===== src/sv/awdb_pkg.sv =====
package awdb_pkg;

  localparam int BinW   = 16;
  localparam int NbW    = 17;
  localparam int SrW    = 18;
  localparam int FqW    = 32;
  localparam int LgW    = 30;
  localparam int OutW   = 18;
  localparam int DivLat = 32;
  localparam int LogLat = 26;

  localparam logic [63:0] POLE_A = 64'd6952714;
  localparam logic [63:0] POLE_B = 64'd190042767;
  localparam logic [63:0] POLE_C = 64'd8921029181;
  localparam logic [63:0] POLE_D = 64'd2436196532224;

  localparam logic signed [35:0] FLOOR_LG   = -36'sd835990578;
  localparam logic signed [27:0] DB_PER_LG  = 28'sd101008905;
  localparam logic signed [35:0] NET_OFFSET = 36'sd67108864;

  localparam logic [0:0] REG_NUM_BINS    = 1'b0;
  localparam logic [0:0] REG_SAMPLE_RATE = 1'b1;

  typedef logic [LgW-1:0] lg_t;

  function automatic logic [5:0] msb_pos(input logic [63:0] x);
    logic [5:0] p;
    p = '0;
    for (int i = 0; i < 64; i++) begin
      if (x[i]) p = 6'(i);
    end
    return p;
  endfunction

  function automatic lg_t lg2_const(input logic [63:0] x);
    logic [5:0]  p;
    logic [63:0] m;
    logic [23:0] frac;
    p    = msb_pos(x);
    m    = (p >= 6'd31) ? (x >> (p - 6'd31)) : (x << (6'd31 - p));
    frac = '0;
    for (int i = 0; i < 24; i++) begin
      m    = (m * m) >> 31;
      frac = {frac[22:0], m[32]};
      if (m[32]) m = m >> 1;
    end
    return {p, frac};
  endfunction

  localparam lg_t LG_POLE_D = lg2_const(POLE_D);

endpackage


===== src/sv/awdb_db.sv =====
module awdb_db #(
  parameter int DB_FRAC_BITS = 8
) (
  input  logic               clk,
  input  logic               rst_n,
  input  logic               en,
  input  logic               vld_i,
  input  logic               zero_i,
  input  awdb_pkg::lg_t      lf_i,
  input  awdb_pkg::lg_t      la_i,
  input  awdb_pkg::lg_t      lb_i,
  input  awdb_pkg::lg_t      lc_i,
  input  awdb_pkg::lg_t      ld_i,
  output logic               vld_o,
  output logic signed [17:0] db_o,
  output logic               floor_o
);

  localparam int S = 48 - DB_FRAC_BITS;
  localparam logic [59:0] HALF = 60'(1) << (S - 1);
  localparam logic signed [63:0] TWO_DB   = 64'sd2 <<< DB_FRAC_BITS;
  localparam logic signed [63:0] FLOOR_DB = -(64'sd70 <<< DB_FRAC_BITS);
  localparam logic signed [63:0] OUT_MAX  = 64'sd131071;
  localparam logic signed [63:0] OUT_MIN  = -64'sd131072;

  logic [2:0]         vld_r;
  logic signed [35:0] l_r;
  logic               z1_r, fl_r, fl3_r;
  logic signed [59:0] prod_r;
  logic signed [17:0] db_r;
  logic signed [35:0] l_nxt;
  logic [30:0]        bc;
  logic [59:0]        mag, rs;
  logic signed [63:0] rv, db_nxt;

  assign bc    = (31'(lb_i) + 31'(lc_i)) >> 1;
  assign l_nxt = 36'(awdb_pkg::LG_POLE_D) + (36'(lf_i) <<< 2) - 36'(la_i)
                 - 36'(bc) - 36'(ld_i) - awdb_pkg::NET_OFFSET;

  assign mag = prod_r[59] ? 60'(-prod_r) : 60'(prod_r);
  assign rs  = (mag + HALF) >> S;
  assign rv  = prod_r[59] ? -64'(rs) : 64'(rs);

  always_comb begin
    db_nxt = fl_r ? FLOOR_DB : (rv + TWO_DB);
    if (db_nxt > OUT_MAX) db_nxt = OUT_MAX;
    if (db_nxt < OUT_MIN) db_nxt = OUT_MIN;
  end

  always_ff @(posedge clk) begin
    if (!rst_n) begin
      vld_r <= '0;
    end else if (en) begin
      vld_r <= {vld_r[1:0], vld_i};
    end
  end

  always_ff @(posedge clk) begin
    if (en) begin
      l_r    <= l_nxt;
      z1_r   <= zero_i;
      fl_r   <= z1_r || (l_r < awdb_pkg::FLOOR_LG);
      prod_r <= 60'(signed'(l_r[31:0]) * awdb_pkg::DB_PER_LG);
      fl3_r  <= fl_r;
      db_r   <= 18'(db_nxt);
    end
  end

  assign vld_o   = vld_r[2];
  assign db_o    = db_r;
  assign floor_o = fl3_r;

endmodule


===== config.mk =====
export PLATFORM = sky130hd
export DESIGN_NAME = awdb_db
export DESIGN_NICKNAME = d
export VERILOG_FILES = /design/src/sv/awdb_pkg.sv /design/src/sv/awdb_db.sv
export SDC_FILE = /design/constraint.sdc
export NUM_CORES = 1
export LEC_CHECK = 0
export ABC_AREA = 1
export BUFFER_PORTS_ARGS = -buffer_cell sky130_fd_sc_hd__buf_2
export CAP_MARGIN = 5
export CORE_ASPECT_RATIO = 0.6
export CORE_MARGIN = 2
export CORE_UTILIZATION = 40
export CTS_BUF_LIST = sky130_fd_sc_hd__clkbuf_8
export DETAILED_ROUTE_END_ITERATION = 10
export GPL_ROUTABILITY_DRIVEN = 0
export PLACE_DENSITY = 0.63
export SYNTH_ARGS = -nofsm -noshare
export SYNTH_HDL_FRONTEND = slang
export SYNTH_SLANG_ARGS = --single-unit

===== constraint.sdc =====
create_clock -name clk -period 8.8 [get_ports clk]
set_input_delay 0 -clock clk [delete_from_list [all_inputs] [get_ports clk]]
set_output_delay 0 -clock clk [all_outputs]
set_load 0.02 [all_outputs]

-- Word level (Yosys, flattened, before mapping)
Cells that the tools add are included.
- register bits after elaboration: 120
- latch bits: 0
- memory bits (writable): 0
- ROM bits: 0
- input bits: 155
- output and inout port bits: 20
- word-level logic and storage cells: 26
- memories kept: 0
- $add $sub $neg: 10
- multiply operators: 1
- divide/modulo/power cells: 0
- order comparisons: 3
- equal/unequal tests: 0
- shifts and indexed selects: 0
- muxes and demuxes: 4
- bitwise operators: 0
- reductions and logical operators: 1
- operators by type and width (kind ; number):
    2-to-1 mux 64 bit ; 3
    adder 64 x 11 -> 64 bit (second input constant) ; 1
    > comparator 64 x 18 -> 1 bit (second input constant) ; 1
    less-than comparator 64 x 18 -> 1 bit (second input constant) ; 1
    negator 20 -> 64 bit ; 1
    adder 60 x 40 -> 60 bit (second input constant) ; 1
    multiplier 32 x 28 -> 60 bit (second input constant) ; 1
    2-to-1 mux 60 bit ; 1
    negator 60 bit ; 1
    less-than comparator 36 x 31 -> 1 bit (second input constant) ; 1
    subtractor 35 x 31 -> 36 bit ; 1
    subtractor 36 x 27 -> 36 bit (second input constant) ; 1
    subtractor 34 x 31 -> 35 bit ; 1
    subtractor 33 x 30 -> 34 bit ; 1
    adder 30 x 32 -> 33 bit (first input constant) ; 1
    adder 30 x 30 -> 31 bit ; 1
    logical OR 1 bit ; 1

-- Longest topological paths before layout
Gate-level depths: netlist of run 1.
- depth in word-level cells: 10
- mapped depth: 38
- gate-level depth less buffers: 38

-- Worst setup path after synthesis of run 1
No wires, ideal clock.
- path type: register to register
- start point: register l_r[31]
- end point: register prod_r[58], data pin
- setup time: 0.265 ns
- arrival: 6.099 ns
- required time: 8.535 ns
- slack: 2.437 ns
- stages on the path, launching flop included: 18
- path buffers: 1
- clock period less this slack: 6.363 ns
- cell sequence: edfxtp_1 -> inv_1 -> clkbuf_1 -> fa_1 -> inv_1 -> ha_1 -> fa_1 -> fa_1 -> fa_1 -> fa_1 -> ha_1 -> a21oi_1 -> inv_1 -> a21oi_1 -> o21ai_0 -> a221oi_1 -> o211ai_1 -> xor2_1
- word-level cells in the longest chain between the ends: 1
- ends and longest elaborated chain (what ; line ; text):
    start: declaration ; awdb_db.sv:27 ; logic signed [35:0] l_r;
    start signal: assignment ; awdb_db.sv:60 ; l_r <= l_nxt;
    multiplier 32 x 28 -> 60 bit ; awdb_db.sv:63 ; prod_r <= 60'(signed'(l_r[31:0]) * awdb_pkg::DB_PER_LG);
    end signal: assignment ; awdb_db.sv:63 ;
    end: declaration ; awdb_db.sv:29 ; logic signed [59:0] prod_r;
Every way passes these cells.
A chain may end at the register's enable or synchronous reset.

-- Final worst setup path of run 1
- start point: register l_r[5]
- end point: register prod_r[46], data pin
The elaborated chain is that of the path after synthesis.

==> results.md, run 1 <==
- Post-Syn Nets: 3899
- Proportion of layout cells with a drive suffix above 1: 0.1066
- Clock Skews: 0.04665 ns
- Post-Place Cell Area: 26740 um2
- Post-Place Cells: 4017
- Post-synth EDFFs: 117
- Slowest CP cell: edfxtp_1
- CP Cell Sequence: inv_1, ha_1, ha_1, inv_1, fa_1, fa_1, fa_1, inv_1, ha_1, a21oi_1, a21boi_0, o21ai_0, a21boi_1, o21ai_0, a21boi_0, o21ai_1, a21boi_0, o21ai_1, a21oi_1, o21ai_1, nand3_1, nand2_1, xor2_1
- Post-DP HPWL: 57010 um
- Top cells by area, synth: ha_1 24%, fa_1 20%, edfxtp_1 14%
- Nets: 4088
- Final min period: 6.530 ns
- Drt total wl: 64910 um
- Final instance area: 27210 um2
- Row count: 70
- Final setup viols: 0
- Count of different cell masters after synthesis: 56
- Cts repair resizes: 0
- Largest area contributor in the netlist: ha_1
- Cts hold-fix bufs: 6
- Top delay family on crit path: compound AO/OA/AOI/OAI gates
- Mapped Cells: 3025
- Seq/Total Area, Yosys: 0.1434
- Reg area: 3573 um2
- GR Overflow Total: 0
- WL/cell: 16.00 um
- Worst reg2reg setup slack: 2.27 ns
- Starting density of the core: 0.4072
- Clk sinks: 120
- Largest net degree at the start of global routing: 64
- Vias: 19786
- H-tree levels: 4
- Die ar.: 64400 um2
- Area Growth Syn to Fin: 9.165%
- Post-synth top area share: 0.2389
- DR pass1 iterations: 8
- Routed met2 length: 23370 um
- Die height: 197.4 um
- Status: completed
- IO Count: 175
- Hold WC Path Type: in2reg
- Worst-path clk slew: 0.09 ns
- Initial antenna violation count: 2
- Relative slew slack: 0.3961
- Most frequent cell after synthesis: inv_1
- Fin crit share: 0.7420
- Chip width: 326.3 um
- Vias per cell: 4.878
- Clock insertion delay at the later pin of the skew report: 0.54 ns
- Reg2Reg Depth: 23
- Core area: 61220 um2
- Fill cells: 6141
- Crit-path max FO: 8
- Fin Setup TNS: 0 ns
- Commonest cells post-synth: 663 x inv_1, 492 x nand2_1, 476 x ha_1, 243 x fa_1, 207 x nor2_1
- Max_cap viols: 0
- Initial DRC count: 1437
- Dominant synthesized flop cell: edfxtp_1
- Nature of the critical path endpoint: register
- ANT nets after route: 0
- Worst Setup EP: prod_r[46]
- Metal3 WL: 5531 um
- Yosys warns: 0
- Async set or reset register ratio after synthesis: 0
- Critical Path AT: 6.78 ns
- Register bit count reported by yosys: 120
- Root Driver: clkbuf_8
- DRC: 0
- CTS tree: built
- Clock buffer depth: 2
- Crit path buffers/inverters: 3
- I/O Buffers: 174
- Inserted Clock Buffers: 17
- Met1 WL: 35500 um
- Hold Vio Cnt, Final: 0
- Syn_area_per_cell: 8.241 um2
- CP Launch Point: l_r[5]
- Reg-to-reg startpoint: l_r[5]
- Tightest Pin Transition: 0.9059 ns
- CP Class: reg2reg
- Vias in the first global route: 18593
- Worst Path Required: 9.05 ns
- Area of the multi-input gates: 18690 um2
- Gr usage total: 0.2034
- Critical Path Max Stage Delay: 0.59 ns
- CP Depth: 23
- Final non-filler cell total: 4056
- Startpoint types: register
- RR Endpoint: prod_r[46]
- Top routing layer in use: met4
- RSZ-0062 raised after global routing: false
- Post-CTS Setup Inserts: 0
- Synthesized area: 24930 um2
- First-pass GRT wire length: 102200 um
- Timing-limited maximum frequency: 153.2 MHz
- Max Slew Vio Count: 0
==> metrics by stage <==
stage                     setup WS [ns]  hold slack (ns)    util
after global routing              1.857          0.08278  0.4445
after global placement            2.315           0.2018  0.4368
after detailed placement          2.224           0.2038  0.4368
final                             2.271          0.05537  0.4445
after floorplan                   2.437          0.09887       -
after CTS                         2.341          0.02201  0.4445
==> placed cells by master (no fill, tap or decap), types with 12 or more instances in the layout <==
cell	netlist	layout
a21boi_0	12	12
a21oi_1	169	169
a31oi_1	19	19
buf_2	2	173
clkbuf_8	0	17
edfxtp_1	117	117
fa_1	243	243
ha_1	476	476
inv_1	663	664
inv_2	15	15
nand2_1	492	492
nand2_2	47	47
nand2_4	15	15
nand3_1	102	102
nand4_1	32	32
nor2_1	207	207
nor2_2	30	30
o21ai_0	87	87
xnor2_1	61	61
xor2_1	103	103
==> cells by family (layout without fill, tap and decap cells) <==
family                   Yosys count  in the layout  synth area share
AO/OA/AOI/OAI                    352            352           0.07936
adder cells (fa/ha/maj)          719            719            0.4341
multiplexers                       1              1         0.0004517
buffers and inverters            693            895            0.1070
flip-flops                       120            120            0.1434
AND/OR/NAND/NOR                  976            976            0.1781
XOR/XNOR                         164            164           0.05762
other                              0              1                 0
==> routing by layer <==
metal | GRT usage | up-vias
met2 | 0.2629 | 528
li1 | - | 10016
met1 | 0.3262 | 9204
met5 | 0 | -
met3 | 0.06296 | 38
met4 | 0.02884 | 0
==> flip-flops by register name, summed over array words and instances (netlist names) <==
name	flops
floor_o	1
fl_r	1
db_o	18
z1_r	1
l_r	36
vld_r	3
prod_r	60
==> layout make-up <==
class	instances	area share
multi-input combinational	2212	0.6867
sequential	120	0.1313
inverter	680	0.09380
tap	828	0.03807
timing repair buffer	183	0.03513
clock buffer	17	0.008598
clock inverter	15	0.006299
antenna	1	0.00009196
==> worst reg2reg max path: stages, from the launching register on <==
cell      delay, ns
edfxtp_1       0.59
inv_1          0.12
ha_1           0.31
ha_1           0.19
inv_1          0.08
fa_1           0.55
fa_1           0.44
fa_1           0.54
inv_1          0.05
ha_1           0.36
a21oi_1        0.17
a21boi_0       0.39
o21ai_0        0.21
a21boi_1       0.22
o21ai_0        0.17
a21boi_0       0.38
o21ai_1        0.21
a21boi_0       0.32
o21ai_1        0.17
a21oi_1        0.31
o21ai_1        0.14
nand3_1        0.13
nand2_1        0.08
xor2_1         0.15
==> worst min path at each step <==
| stage | end | slack, ns | depth (start not counted) | from |
|---|---|---|---|---|
| CTS | l_r[1] | 0.02 | 4 | la_i[1] |
| global route | l_r[1] | 0.08 | 4 | la_i[1] |
| detailed placement | z1_r | 0.20 | 1 | zero_i |
| global placement | z1_r | 0.20 | 1 | zero_i |
| finish | l_r[1] | 0.06 | 4 | la_i[1] |
| floorplan | z1_r | 0.1 | 0 | zero_i |
Power of run 1 is not shown: default switching activity piles up to over one toggle a cycle in this logic, so the estimate is an artifact.
==> run 2, diff against run 1 <==
Clock period 8.8 ns to 6.5 ns, I/O delays scaled along.
==> run 2 against run 1 <==
Cell area rose by 0.81%. Utilization rose by 0.36 points. First-iteration DRC count rose by 8.9%. Wire length rose by 0.71%. Worst hold slack improved by 0.0023 ns. Global-route usage rose by 0.097 points. Clock-buffer cell count did not move. Non-clock buffer count rose by 25. Register-to-register slack got worse by 1.9 ns.
==> results.md, run 2 (synthesized netlist as in run 1, its figures left out) <==
- Final core occ: 0.4481 (+0.003618)
- Reg2Reg Depth: 18 (-22%)
- Final setup viols: 0 (unchanged)
- Most frequent cells in the layout: 663 x inv_1, 492 x nand2_1, 476 x ha_1
- Vias per cell: 4.889 (+0.23%)
- Proportion of layout cells with a drive suffix above 1: 0.1162 (+0.009636)
- Initial DRC count: 1565 (+8.9%)
- Row count: 70 (unchanged)
- Root Driver: clkbuf_8
- Slowest CP cell: fa_1
- Max Slew Vio Count: 0 (unchanged)
- Gr usage total: 0.2044 (+0.0009684)
- Critical Path Max Stage Delay: 0.61 ns (+0.02 ns)
- Clock Skews: 0.03731 ns (-0.009345 ns)
- Drt total wl: 65370 um (+0.71%)
- Worst Path Required: 6.76 ns (-2.29 ns)
- Hold-critical path depth: 4 (unchanged)
- Relative slew slack: 0.4068 (+0.01073)
- Tightest Pin Transition: 0.8898 ns (-0.01609 ns)
- Most common cell after layout, fill and taps aside: inv_1
- Nature of the critical path endpoint: register
- Clock insertion delay at the later pin of the skew report: 0.53 ns (about the same)
- Vias in the first global route: 19027 (+2.3%)
- RR Endpoint: prod_r[53]
- DR pass1 iterations: 6 (-2)
- WL/cell: 16.02 um (about the same)
- Fin worst setup slack: 0.3573 ns (-1.913 ns)
- Chip width: 326.3 um (unchanged)
- Initial antenna violation count: 1 (-1)
- CP Cell Sequence: inv_1, ha_1, inv_1, ha_1, ha_1, fa_1, fa_1, fa_1, fa_1, ha_1, a21oi_1, inv_1, a31oi_1, o221ai_1, a21oi_2, o21bai_1, a21oi_1, xnor2_1
- Inserted Clock Buffers: 17 (unchanged)
- CP Class: reg2reg
- Pre-CTS setup slack: 0.1749 ns (-2.049 ns)
- Die height: 197.4 um (unchanged)
- Clock buffer depth: 2 (unchanged)
- Core area: 61220 um2 (unchanged)
- Worst-path clk slew: 0.10 ns (about the same)
- Startpoint types: register
- Starting density of the core: 0.4072 (unchanged)
- CTS tree: built
- Largest net degree at the start of global routing: 67 (+4.7%)
- Nets: 4113 (+0.61%)
- Area Growth Syn to Fin: 10.05%
- Hold WC Path Type: in2reg
- ANT nets after route: 0 (unchanged)
- H-tree levels: 4 (unchanged)
- Timing-limited maximum frequency: 162.8 MHz (+6.3%)
- Max_cap viols: 0 (unchanged)
- IO Count: 175 (unchanged)
- Reg-to-reg startpoint: l_r[10]
- Vias: 19953 (+0.84%)
- DRC: 0 (unchanged)
- Hold worst-path end: l_r[1]
- GR Overflow Total: 0 (unchanged)
- Post-DP HPWL: 57520 um (+0.90%)
- Min-Delay Startpoint: la_i[1]
- Crit-path max FO: 7 (-1)
- Hold Vio Cnt, Final: 0 (unchanged)
- Final min period: 6.143 ns (-0.3868 ns)
- First-pass GRT wire length: 103100 um (+0.88%)
- Worst reg2reg setup slack: 0.36 ns (-1.91 ns)
- I/O Buffers: 174 (unchanged)
- Critical Path AT: 6.40 ns (-0.38 ns)
- Status: completed
- Fin crit share: 0.9450 (+0.2030)
- Most flop-heavy register: prod_r
- Largest register FFs: 60 (unchanged)
- Die ar.: 64400 um2 (unchanged)
- Clk sinks: 120 (unchanged)
-- run 2: worst max path at each step --
| stage | start | end | slack [ns] | depth (start not counted) |
|---|---|---|---|---|
| 2_1_floorplan | l_r[31] | prod_r[58] | 0.14 | 17 |
| 3_3_place_gp | l_r[5] | prod_r[59] | 0.25 | 26 |
| 3_5_place_dp | l_r[3] | prod_r[54] | 0.17 | 21 |
| 4_1_cts | l_r[5] | prod_r[56] | 0.15 | 23 |
| 5_1_grt | l_r[3] | prod_r[54] | -0.01 | 24 |
| 6_report | l_r[10] | prod_r[53] | 0.36 | 18 |
-- run 2: through the flow --
step                      hold WS, ns  cell area [um2]  std cells  setup TNS, ns
final                         0.05768            27430       4081              0
after global routing          0.05024            27430       4081       -0.01213
after detailed placement       0.1918            26890       4036              0
after global placement         0.1927            26890       4036              0
after floorplan               0.09887            24930       3025              0
after CTS                     0.02952            27350       4074              0
-- run 2: worst max-delay path, delay by kind of cell (launching register included) --
kind | cells | cell delay, ns
buf+inv | 3 | 0.33
compound gates | 6 | 1.17
fa+ha+maj | 8 | 3.69
flops | 1 | 0.58
xor+xnor | 1 | 0.12
-- run 2: what timing repair did --
action,CTS,global route
hold endpoints to repair,5,0
resized for setup,0,14
setup buffers,0,6
endpoints found under the setup margin,0,20
hold buffers,6,0
-- run 2: final cells by class --
class | instances | area, um2
Sequential cell | 120 | 3573
Tap cell | 828 | 1036
Clock inverter | 15 | 170.2
Timing Repair Buffer | 208 | 1144
Inverter | 680 | 2552
Antenna cell | 1 | 2.502
Clock buffer | 17 | 234.0
Fill cell | 6068 | 33790
Multi-Input combinational cell | 2212 | 18720
-- run 2: per-layer routing --
layer	vias up	routed length (um)	global-route usage	share of wire
met4	0	478	0.02492	0.0073
met1	9286	35710	0.3324	0.55
met2	555	23790	0.2646	0.36
met5	-	0	0	0
met3	42	5383	0.05774	0.082
li1	10070	-	-	-
Power of run 2 is left out for the same reason.
